File: config.mk
export PLATFORM = sky130hd
export DESIGN_NAME = ipv4_prefix_match_table_top
export DESIGN_NICKNAME = d
export VERILOG_FILES = /design/src/hw/rtl/pfxm_pkg.sv /design/src/hw/rtl/pfxm_table.sv /design/src/hw/rtl/pfxm_cmp.sv /design/src/hw/rtl/ipv4_prefix_match_table_top.sv
export VERILOG_INCLUDE_DIRS = /design/src /design/src/hw/rtl
export SDC_FILE = /design/constraint.sdc
export NUM_CORES = 2
export LEC_CHECK = 0
export BUFFER_PORTS_ARGS = -buffer_cell sky130_fd_sc_hd__buf_2
export CELL_PAD_IN_SITES_DETAIL_PLACEMENT = 2
export CELL_PAD_IN_SITES_GLOBAL_PLACEMENT = 2
export CORE_UTILIZATION = 45
export CTS_BUF_LIST = sky130_fd_sc_hd__clkbuf_4
export DETAILED_ROUTE_END_ITERATION = 7
export GPL_ROUTABILITY_DRIVEN = 0
export PLACE_DENSITY_LB_ADDON = 0.15
export SETUP_SLACK_MARGIN = 0.15
export SLEW_MARGIN = 20
export SYNTH_ARGS = -nofsm -noshare
export SYNTH_HDL_FRONTEND = slang
export SYNTH_SLANG_ARGS = --single-unit
File: constraint.sdc
create_clock -name i_clk -period 9.26 [get_ports i_clk]
set_input_delay 1.852 -clock i_clk [delete_from_list [all_inputs] [get_ports i_clk]]
set_output_delay 1.852 -clock i_clk [all_outputs]
set_load 0.1 [all_outputs]
File: src/hw/rtl/ipv4_prefix_match_table_top_macros.svh
// ============================================================================
// ipv4_prefix_match_table_top_macros.svh
// assertion macros shared by the prefix table rtl
// ============================================================================
`ifndef IPV4_PREFIX_MATCH_TABLE_TOP_MACROS_SVH
`define IPV4_PREFIX_MATCH_TABLE_TOP_MACROS_SVH

// same-cycle implication, clocked on i_clk, off during reset
`define PFXM_ASSERT_IMP(name, ante, cons) \
    name: assert property (@(posedge i_clk) disable iff (!i_rst_n) (ante) |-> (cons)) \
        else $error("pfxm assertion failed");

// next-cycle implication, clocked on i_clk, off during reset
`define PFXM_ASSERT_NXT(name, ante, cons) \
    name: assert property (@(posedge i_clk) disable iff (!i_rst_n) (ante) |=> (cons)) \
        else $error("pfxm assertion failed");

`endif

File: src/hw/rtl/pfxm_pkg.sv
`timescale 1ns / 1ps
// ============================================================================
// pfxm_pkg
// shared types, codes and helpers of the ipv4 prefix match table
// ============================================================================
package pfxm_pkg;

    localparam int ENTRIES    = 64;
    localparam int COUNT_BITS = 16;
    localparam int ADDR_BITS  = 32;
    localparam int LEN_BITS   = 6;
    localparam int IDX_W      = (ENTRIES > 1) ? $clog2(ENTRIES) : 1;

    localparam logic [1:0] CMD_INSERT = 2'd0;
    localparam logic [1:0] CMD_REMOVE = 2'd1;
    localparam logic [1:0] CMD_QUERY  = 2'd2;

    localparam logic [1:0] STAT_OK      = 2'd0;
    localparam logic [1:0] STAT_FULL    = 2'd1;
    localparam logic [1:0] STAT_ABSENT  = 2'd2;
    localparam logic [1:0] STAT_SAT     = 2'd3;

    typedef struct packed {
        logic [1:0]           cmd;
        logic [ADDR_BITS-1:0] address;
        logic [LEN_BITS-1:0]  prefix_len;
    } t_in_req;

    typedef struct packed {
        logic       matched;
        logic [1:0] status;
    } t_out_res;

    typedef struct packed {
        logic [ADDR_BITS-1:0]  value;
        logic [LEN_BITS-1:0]   len;
        logic [COUNT_BITS-1:0] count;
    } t_entry;

    typedef struct packed {
        logic             vld;
        logic [IDX_W-1:0] idx;
        logic             live;
        t_entry           entry;
    } t_tbl_rd;

    typedef struct packed {
        logic             en;
        logic [IDX_W-1:0] idx;
        logic             live;
        t_entry           entry;
    } t_tbl_wr;

    // length is at most ADDR_BITS here; a shift by the full width gives zero
    function automatic logic [ADDR_BITS-1:0] len_mask(input logic [LEN_BITS-1:0] len);
        return ~({ADDR_BITS{1'b1}} >> len);
    endfunction

    function automatic logic [LEN_BITS-1:0] sat_len(input logic [LEN_BITS-1:0] len);
        return (len > LEN_BITS'(ADDR_BITS)) ? LEN_BITS'(ADDR_BITS) : len;
    endfunction

endpackage

File: src/hw/rtl/pfxm_table.sv
`timescale 1ns / 1ps
// ============================================================================
// pfxm_table
// prefix entry memory with one read and one write port, plus live bits
// ============================================================================
module pfxm_table (
    input  logic                    i_clk,
    input  logic                    i_rst_n,
    input  logic                    i_rd_en,
    input  logic [pfxm_pkg::IDX_W-1:0] i_rd_idx,
    input  pfxm_pkg::t_tbl_wr       i_wr,
    output pfxm_pkg::t_tbl_rd       o_rd
);

    pfxm_pkg::t_entry                 r_mem [pfxm_pkg::ENTRIES];
    logic [pfxm_pkg::ENTRIES-1:0]     r_live;
    pfxm_pkg::t_entry                 r_rd_entry;
    logic [pfxm_pkg::IDX_W-1:0]       r_rd_idx;
    logic                             r_rd_vld;
    logic                             r_rd_live;

    always_ff @(posedge i_clk) begin
        if (i_wr.en) begin
            r_mem[i_wr.idx] <= i_wr.entry;
        end
        r_rd_entry <= r_mem[i_rd_idx];
        r_rd_idx   <= i_rd_idx;
    end

    // a slot is live while its count is nonzero
    always_ff @(posedge i_clk) begin
        if (!i_rst_n) begin
            r_live    <= '0;
            r_rd_vld  <= 1'b0;
            r_rd_live <= 1'b0;
        end else begin
            r_rd_vld  <= i_rd_en;
            r_rd_live <= r_live[i_rd_idx];
            if (i_wr.en) begin
                r_live[i_wr.idx] <= i_wr.live;
            end
        end
    end

    assign o_rd = '{vld: r_rd_vld, idx: r_rd_idx, live: r_rd_live, entry: r_rd_entry};

endmodule

File: src/hw/rtl/pfxm_cmp.sv
`timescale 1ns / 1ps
// ============================================================================
// pfxm_cmp
// shared compare unit: key match for insert and remove, cover test for query
// ============================================================================
module pfxm_cmp (
    input  logic [1:0]                     i_cmd,
    input  logic [pfxm_pkg::ADDR_BITS-1:0] i_addr,
    input  logic [pfxm_pkg::ADDR_BITS-1:0] i_value,
    input  logic [pfxm_pkg::LEN_BITS-1:0]  i_len,
    input  pfxm_pkg::t_tbl_rd              i_rd,
    output logic                           o_hit,
    output logic                           o_free
);

    logic w_key_eq;
    logic w_cover;

    assign w_key_eq = (i_rd.entry.len == i_len) && (i_rd.entry.value == i_value);
    assign w_cover  = ((i_addr & pfxm_pkg::len_mask(i_rd.entry.len)) == i_rd.entry.value);

    assign o_hit  = i_rd.vld && i_rd.live &&
                    ((i_cmd == pfxm_pkg::CMD_QUERY) ? w_cover : w_key_eq);
    assign o_free = i_rd.vld && !i_rd.live;

endmodule

File: src/hw/rtl/ipv4_prefix_match_table_top.sv
`timescale 1ns / 1ps
`include "ipv4_prefix_match_table_top_macros.svh"
// ============================================================================
// ipv4_prefix_match_table_top
// reference-counted ipv4 prefix table with insert, remove and cover query
// ============================================================================
// usage:
//   request channel i_in_valid / o_in_stall carries cmd, address, prefix_len;
//   result channel o_out_valid / i_out_stall carries matched and status.
//   a request is taken only while the block is idle, then one table slot
//   is read and compared per cycle through a single memory read port and
//   one compare unit, for all 64 slots.
//   the block takes no new request until the scan over all slots, the
//   decision and the hand-off of the result to the output register are
//   done.
//   the result sits in an output register, so a finished result may wait
//   there while the block is idle again and takes the next request; a
//   second result waits in the sequencer until the register is free.
//   reset clears the live bits, so the table starts empty; no clearing
//   pass is needed.
// ============================================================================
module ipv4_prefix_match_table_top (
    input  logic               i_clk,
    input  logic               i_rst_n,
    input  logic               i_in_valid,
    output logic               o_in_stall,
    input  pfxm_pkg::t_in_req  i_in_req,
    output logic               o_out_valid,
    input  logic               i_out_stall,
    output pfxm_pkg::t_out_res o_out_res
);

    typedef enum logic [2:0] {
        S_IDLE,
        S_SCAN,
        S_DRAIN,
        S_DECIDE,
        S_FINISH
    } t_state;

    t_state                               r_state;
    logic [1:0]                           r_cmd;
    logic [pfxm_pkg::ADDR_BITS-1:0]       r_addr;
    logic [pfxm_pkg::ADDR_BITS-1:0]       r_value;
    logic [pfxm_pkg::LEN_BITS-1:0]        r_len;
    logic [pfxm_pkg::IDX_W-1:0]           r_scan;
    logic                                 r_hit;
    logic [pfxm_pkg::IDX_W-1:0]           r_hit_idx;
    logic [pfxm_pkg::COUNT_BITS-1:0]      r_hit_cnt;
    logic                                 r_free;
    logic [pfxm_pkg::IDX_W-1:0]           r_free_idx;
    pfxm_pkg::t_out_res                   r_res;
    logic                                 r_out_valid;
    pfxm_pkg::t_out_res                   r_out_res;

    logic                                 in_accept;
    logic [pfxm_pkg::LEN_BITS-1:0]        in_len;
    pfxm_pkg::t_tbl_rd                    tbl_rd;
    pfxm_pkg::t_tbl_wr                    tbl_wr;
    pfxm_pkg::t_out_res                   n_res;
    logic                                 cmp_hit;
    logic                                 cmp_free;

    assign o_in_stall  = (r_state != S_IDLE);
    assign in_accept   = i_in_valid && !o_in_stall;
    assign in_len      = pfxm_pkg::sat_len(i_in_req.prefix_len);
    assign o_out_valid = r_out_valid;
    assign o_out_res   = r_out_res;

    pfxm_table u_table (
        .i_clk    (i_clk),
        .i_rst_n  (i_rst_n),
        .i_rd_en  (r_state == S_SCAN),
        .i_rd_idx (r_scan),
        .i_wr     (tbl_wr),
        .o_rd     (tbl_rd)
    );

    pfxm_cmp u_cmp (
        .i_cmd   (r_cmd),
        .i_addr  (r_addr),
        .i_value (r_value),
        .i_len   (r_len),
        .i_rd    (tbl_rd),
        .o_hit   (cmp_hit),
        .o_free  (cmp_free)
    );

    // table update and answer, from what the scan found
    always_comb begin
        tbl_wr             = '0;
        tbl_wr.idx         = r_hit_idx;
        tbl_wr.live        = 1'b1;
        tbl_wr.entry.value = r_value;
        tbl_wr.entry.len   = r_len;
        tbl_wr.entry.count = r_hit_cnt + pfxm_pkg::COUNT_BITS'(1);
        n_res              = '{matched: 1'b0, status: pfxm_pkg::STAT_OK};
        case (r_cmd)
            pfxm_pkg::CMD_INSERT: begin
                if (r_hit) begin
                    if (&r_hit_cnt) begin
                        n_res.status = pfxm_pkg::STAT_SAT;
                    end else begin
                        tbl_wr.en = 1'b1;
                    end
                end else if (r_free) begin
                    tbl_wr.en          = 1'b1;
                    tbl_wr.idx         = r_free_idx;
                    tbl_wr.entry.count = pfxm_pkg::COUNT_BITS'(1);
                end else begin
                    n_res.status = pfxm_pkg::STAT_FULL;
                end
            end
            pfxm_pkg::CMD_REMOVE: begin
                if (r_hit) begin
                    tbl_wr.en          = 1'b1;
                    tbl_wr.entry.count = r_hit_cnt - pfxm_pkg::COUNT_BITS'(1);
                    tbl_wr.live        = (r_hit_cnt != pfxm_pkg::COUNT_BITS'(1));
                end else begin
                    n_res.status = pfxm_pkg::STAT_ABSENT;
                end
            end
            pfxm_pkg::CMD_QUERY: begin
                n_res.matched = r_hit;
            end
            default: begin
            end
        endcase
        if (r_state != S_DECIDE) begin
            tbl_wr.en = 1'b0;
        end
    end

    always_ff @(posedge i_clk) begin
        if (!i_rst_n) begin
            r_state     <= S_IDLE;
            r_scan      <= '0;
            r_hit       <= 1'b0;
            r_free      <= 1'b0;
            r_out_valid <= 1'b0;
        end else begin
            // in S_FINISH the output register is handled by the state below
            if (!i_out_stall && r_state != S_FINISH) begin
                r_out_valid <= 1'b0;
            end
            // first hit and lowest free slot win
            if (cmp_hit && !r_hit) begin
                r_hit     <= 1'b1;
                r_hit_idx <= tbl_rd.idx;
                r_hit_cnt <= tbl_rd.entry.count;
            end
            if (cmp_free && !r_free) begin
                r_free     <= 1'b1;
                r_free_idx <= tbl_rd.idx;
            end
            case (r_state)
                S_IDLE: begin
                    if (in_accept) begin
                        r_cmd   <= i_in_req.cmd;
                        r_addr  <= i_in_req.address;
                        r_len   <= in_len;
                        r_value <= i_in_req.address & pfxm_pkg::len_mask(in_len);
                        r_scan  <= '0;
                        r_hit   <= 1'b0;
                        r_free  <= 1'b0;
                        r_state <= S_SCAN;
                    end
                end
                S_SCAN: begin
                    r_scan <= r_scan + pfxm_pkg::IDX_W'(1);
                    if (r_scan == pfxm_pkg::IDX_W'(pfxm_pkg::ENTRIES - 1)) begin
                        r_state <= S_DRAIN;
                    end
                end
                S_DRAIN: begin
                    r_state <= S_DECIDE;
                end
                S_DECIDE: begin
                    r_res   <= n_res;
                    r_state <= S_FINISH;
                end
                S_FINISH: begin
                    if (!r_out_valid || !i_out_stall) begin
                        r_out_valid <= 1'b1;
                        r_out_res   <= r_res;
                        r_state     <= S_IDLE;
                    end
                end
                default: begin
                    r_state <= S_IDLE;
                end
            endcase
        end
    end

    `PFXM_ASSERT_NXT(a_accept_starts_scan, in_accept, r_state == S_SCAN && r_scan == '0)
    `PFXM_ASSERT_IMP(a_write_only_decide, tbl_wr.en, r_state == S_DECIDE)
    `PFXM_ASSERT_IMP(a_match_only_query, r_state == S_FINISH && r_cmd != pfxm_pkg::CMD_QUERY, !r_res.matched)
    `PFXM_ASSERT_IMP(a_full_means_no_slot, r_state == S_FINISH && r_res.status == pfxm_pkg::STAT_FULL, !r_free && !r_hit)

endmodule
; ---- After elaboration in Yosys (flattened, before gate mapping)
; Memories as Yosys holds them, arrays and structs flattened. A register that Yosys moved wholly into a read port is not among the register bits.
; Cells that the tools add are included.
[word_totals]
register_bits = 190
ramBits = 3456
input_bits = 44
output_inout_bits = 5
word_cells = 121
n_memories = 1
[classes]
addsub = 3
order_cmp = 4
n_eq_ne = 16
shift = 2
muxes = 43
n_bitwise = 4
n_reduce_logical = 28
[memory_table]
columns = memory, depth, width, read_ports, rd_ports_with_merged_regs, wr, line
row1 = u_table.r_mem, 64, 54, 1, 1, 1, pfxm_table.sv:15  ; pfxm_pkg::t_entry r_mem [pfxm_pkg::ENTRIES];
[ops]
columns = op, n
row1 = AND 32 bit, 2
row2 = bitwise mux 64 bit, 1
row3 = == test 32 bit, 2
row4 = inverter 32 bit, 2
row5 = "right shift 32 x 6 -> 32 bit, first input constant", 2
row6 = 2-to-1 mux 16 bit, 3
row7 = one-hot mux 16 bit (2 select lines), 1
row8 = 2-to-1 mux 6 bit, 4
row9 = 2-to-1 mux 1 bit, 21
row10 = "adder 16 x 1 -> 16 bit, second input constant", 1
row11 = "!= test 16 x 1 -> 1 bit, second input constant", 1
row12 = AND reduction 16 bit, 1
row13 = "subtractor 16 x 1 -> 16 bit, second input constant", 1
row14 = one-hot mux 3 bit (5 select lines), 1
row15 = "less-than comparator 6 x 7 -> 1 bit, second input constant", 2
row16 = one-hot mux 6 bit (2 select lines), 1
row17 = logical AND 1 bit, 9
row18 = 2-to-1 mux 3 bit, 3
row19 = AND reduction 3 bit, 3
row20 = AND reduction 2 bit, 4
row21 = 2-to-1 mux 7 bit, 1
row22 = "adder 6 x 1 -> 6 bit, second input constant", 1
row23 = binary-select mux 1 bit (select 6 bit), 1
row24 = demux 1 bit (select 6 bit), 1
row25 = other kinds (21), 31

; ---- Depth between registers and ports, before layout
[depth]
depth_word = 10
mapped_depth = 9

; ---- By module
; A second synthesis with hierarchy kept.
[hier_totals]
hier_cells = 6620
area_unflattened_um2 = 141353.1
[modules_own_cells]
columns = module, n_inst, cells_each, area_each_um2
row1 = pfxm_table, 1, 5980, 134669.2
row2 = ipv4_prefix_match_table_top, 1, 428, 5258.8
row3 = pfxm_cmp, 1, 212, 1425.1

; ---- Worst setup path before layout
; No wires, ideal clock.
[synth_timing]
path_kind = input to register
start = input i_rst_n
end = register r_addr[0] (netlist name), enable pin
arrival_time_ps = 5453
slack_ps = 3304
cell_stages = 4
n_path_buf = 2
cell_sequence = clkbuf_1 inv_1 clkbuf_1 nor2_1
[synth_between]
elab_chain_len = 1
[synth_rtl]
columns = element, line
row1 = start: declaration, ipv4_prefix_match_table_top.sv:24  ; input logic i_rst_n,
row2 = AND reduction 3 bit (no source line), -
row3 = end signal: assignment, ipv4_prefix_match_table_top.sv:160  ; r_addr <= i_in_req.address;
row4 = end: declaration, ipv4_prefix_match_table_top.sv:43  ; logic [pfxm_pkg::ADDR_BITS-1:0] r_addr;
; No other way between the ends.
; A chain may end at the register's enable or synchronous reset.

; ---- Worst setup path in the final report
[layout_timing]
start = register r_cmd[0]
end = memory u_table.r_mem[12][15] (netlist name), enable pin
[layout_between]
elab_chain_len = 5
elab_cells_between_ends = 7
cone_classes = eq/ne (1) / mux (5) / reduce/logical (1)
[layout_rtl]
columns = element, line
row1 = start: declaration, ipv4_prefix_match_table_top.sv:42  ; logic [1:0] r_cmd;
row2 = start signal: assignment, ipv4_prefix_match_table_top.sv:159  ; r_cmd <= i_in_req.cmd;
row3 = == test 2 x 1 -> 1 bit or logical NOT 2 bit (tied branches), ipv4_prefix_match_table_top.sv:98  ; case (r_cmd)
row4 = one-hot mux 1 bit (2 select lines), ipv4_prefix_match_table_top.sv:98
row5 = 2-to-1 mux 1 bit, ipv4_prefix_match_table_top.sv:129  ; if (r_state != S_DECIDE) begin
row6 = 2-to-1 mux 1 bit, pfxm_table.sv:23  ; if (i_wr.en) begin
row7 = 2-to-1 mux 1 bit (not written as such), pfxm_table.sv:24  ; r_mem[i_wr.idx] <= i_wr.entry;
row8 = end: declaration, pfxm_table.sv:15
; Several ways; a longest one is shown, not always the timed one.

==> out/results.ini <==
[status]
outcome = finished clean

[detailed_routing]
viasPerCell = 6.48
drt_first_pass_iters = 5
ant_nets = 0
wire_per_inst_um = 43.5
drt_iter0_drc = 11068
wirelength_mm = 512
drc = 0
vias = 76350

[setup_path]
worstSetupStartpointType = register
path_class = reg -> reg
critPathArrivalTime_ns = 6.97
critPathMaxFanout = 39
critPathRequiredTime_ns = 10.50
cp-end-kind = register

[synthesis]
synth_enable_flop_cells = 3562
synth_xor_area_share_pct = 0.297
yosys.area_share.adder_pct = 0.0353
synthArstFlopShare_pct = 0
synthMuxAreaShare_pct = 18.8
synth_area_mm2 = 0.142
syn_avg_cell_area_um2 = 23.8
synth_top_cell_by_area = edfxtp_1
synth.distinct_cells = 67
synth_top_area_share_pct = 75.5
ys_ff_latch = 3700
synthSimpleGateAreaFrac_pct = 1.42
synth_top_family_by_area = multiplexers
synth-seq-area-share_pct = 77.5
synth_compound_area_share_pct = 0.898
synth.most_common_cell = edfxtp_1
yosysWarnings = 0
netlist_instances = 5959
synth_nets = 6007
synthTopCellsByArea = edfxtp_1 76%, mux4_2 18%, dfxtp_1 2.0%
yosys-top-cells-count = 3562 x edfxtp_1, 1135 x mux4_2, 165 x clkbuf_1
synth_ff_type = edfxtp_1

[place]
place_hpwl_mm = 270
io_buffers = 48
dpl.cell_count = 10056

[finish]
fillers = 26794
area_growth_pct = 13.6
final_nets = 6902
ff_latch_area_mm2 = 0.110
instances_no_fill = 11775
multi_input_area_mm2 = 0.0312
drive_above_1_share_pct = 40.4

[power_and_ir_drop]
p_leak_nw = 49.5
power_density_mw_per_mm2 = 217
peakVddDrop_mv = 0.125

[timing]
fin_skew_ns = 0.161
max_freq_ghz = 0.175
slew-limit-headroom_pct = 16.4
fin_crit_sh_pct = 61.9
hold_violations = 0
worstMarginPinSlew_ns = 1.25
setup_tns_ns = 0
rsz0062_at_grt = false
report.final.slew_viol_count = 0
setup_viol_count_final = 0
period_needed_ns = 5.73

[global_route]
grt_pass1_wl_mm = 695
grt_pass1_vias = 81108
grt_usage_pct = 32.2
grt_max_degree = 146
overflow = 0
grt_antenna_before_repair = 42

[floorplan]
die_w_um = 563
die-height_um = 563
start_util_pct = 45.3
core.rowCount = 205
ios = 49
fp.coreArea_mm2 = 0.312
dieArea_mm2 = 0.317

[clocking]
cts_inserted_buffers = 934
cts_root_buf = clkbuf_4
clkTransAtPathRegs_ns = 0.07
clk_latency_ns = 1.77
cts_tree = yes
cts_max_level = 6
cts_hold_buf = 0
ctsResizeCount = 0
cts_buffer_depth = 4
cts_setup_buffers = 0
cts.sinks = 3700

[min_path]
hold_path_class = in -> reg

[run]
cap_violations = 0

[layout by cell type (no fill, tap or decap), types with 13 or more instances in the layout]
cell,n
buf_2,47
buf_12,16
nand2b_1,19
inv_1,25
clkinv_2,23
o21ai_1,20
dfxtp_1,131
nand2_1,144
nor2_4,65
nor3_1,13
mux2i_1,86
nand3_1,26
nand4_1,15
o21ai_0,35
nor2_1,47
nor2b_1,30
buf_4,201
a21oi_1,38
clkbuf_4,1462
bufinv_16,13
diode_2,22
clkinv_1,156
mux2_2,23
xnor2_1,37
edfxtp_1,3562
mux4_2,1135
[per-stage QoR]
stage / total power, mW / cell area [µm²] / utilization, % / worst slack [ns] / hold slack (ns)
2_1_floorplan: 19.5 / 142000 / - / 3.30 / 0.326
3_3_place_gp: 20.0 / 148000 / 47.4 / 4.27 / 0.392
3_5_place_dp: 20.0 / 148000 / 47.5 / 4.00 / 0.396
4_1_cts: 35.1 / 161000 / 51.4 / 3.65 / 0.204
5_1_grt: 35.8 / 161000 / 51.5 / 3.51 / 0.260
6_report: 34.8 / 161000 / 51.5 / 3.53 / 0.342
[metal layers]
layer  vias up  track usage (%)  part of all wire [%]
li1      27941                -                     -
met1     42437             42.6                    38
met2      4993             53.2                    50
met3       957             5.94                   8.3
met4        22             12.8                   4.1
met5         -                0                 0.030
[cell type report]
cell class,count,share of cell area [%]
well taps,4140,3.22
clock inverters,233,0.891
flip-flops and latches,3700,68.2
inverters,27,0.0630
repair buffers,274,1.38
multi-input cells,1917,19.4
diodes,22,0.0342
clock buffers,1462,6.82
[power breakdown]
group | leakage (nW) | internal (mW) | total [mW] | switching, mW
clock network | 7.40 | 7.53 | 15.2 | 7.62
logic | 8.86 | 0.558 | 1.37 | 0.808
registers | 33.2 | 18.2 | 18.3 | 0.0697
total | 49.5 | 26.3 | 34.8 | 8.50
[flip-flops by register name, indices dropped and copies added (netlist names), 16 cells and up]
register / cells
r_addr: 32
r_hit_cnt: 16
r_value: 32
u_table.o_rd: 54
u_table.r_live: 64
u_table.r_mem: 3456
[cells by family (layout without fill, tap and decap cells)]
group	Yosys count	count (layout)
other	0	22
and+or+nand+nor	426	426
AOI/OAI and AO/OA	194	194
muxes	1245	1245
adders and majority gates	4	4
DFF	3700	3700
xor gates and xnor gates	48	48
buffers and inverters	342	1996
[worst paths after layout]
path | from | to | slack (ns) | cells after the start
hold / removal | i_in_req[14] | r_addr[8] | 0.34 | 1
setup reg to reg | r_cmd[0] | u_table.r_mem[12][15] | 3.53 | 7
hold reg to reg | u_table.o_rd[15] | r_hit_cnt[15] | 0.41 | 0
setup / recovery | r_cmd[0] | u_table.r_mem[12][15] | 3.53 | 7
[critical path: stages, from the launching register on]
cell,delay (ns)
edfxtp_1,0.50
nor2_1,0.25
and3_1,0.81
mux2i_1,0.42
nor2b_1,0.49
nand2b_1,0.62
nor2_4,1.14
buf_4,0.86
(Power assumes the default switching activity.)
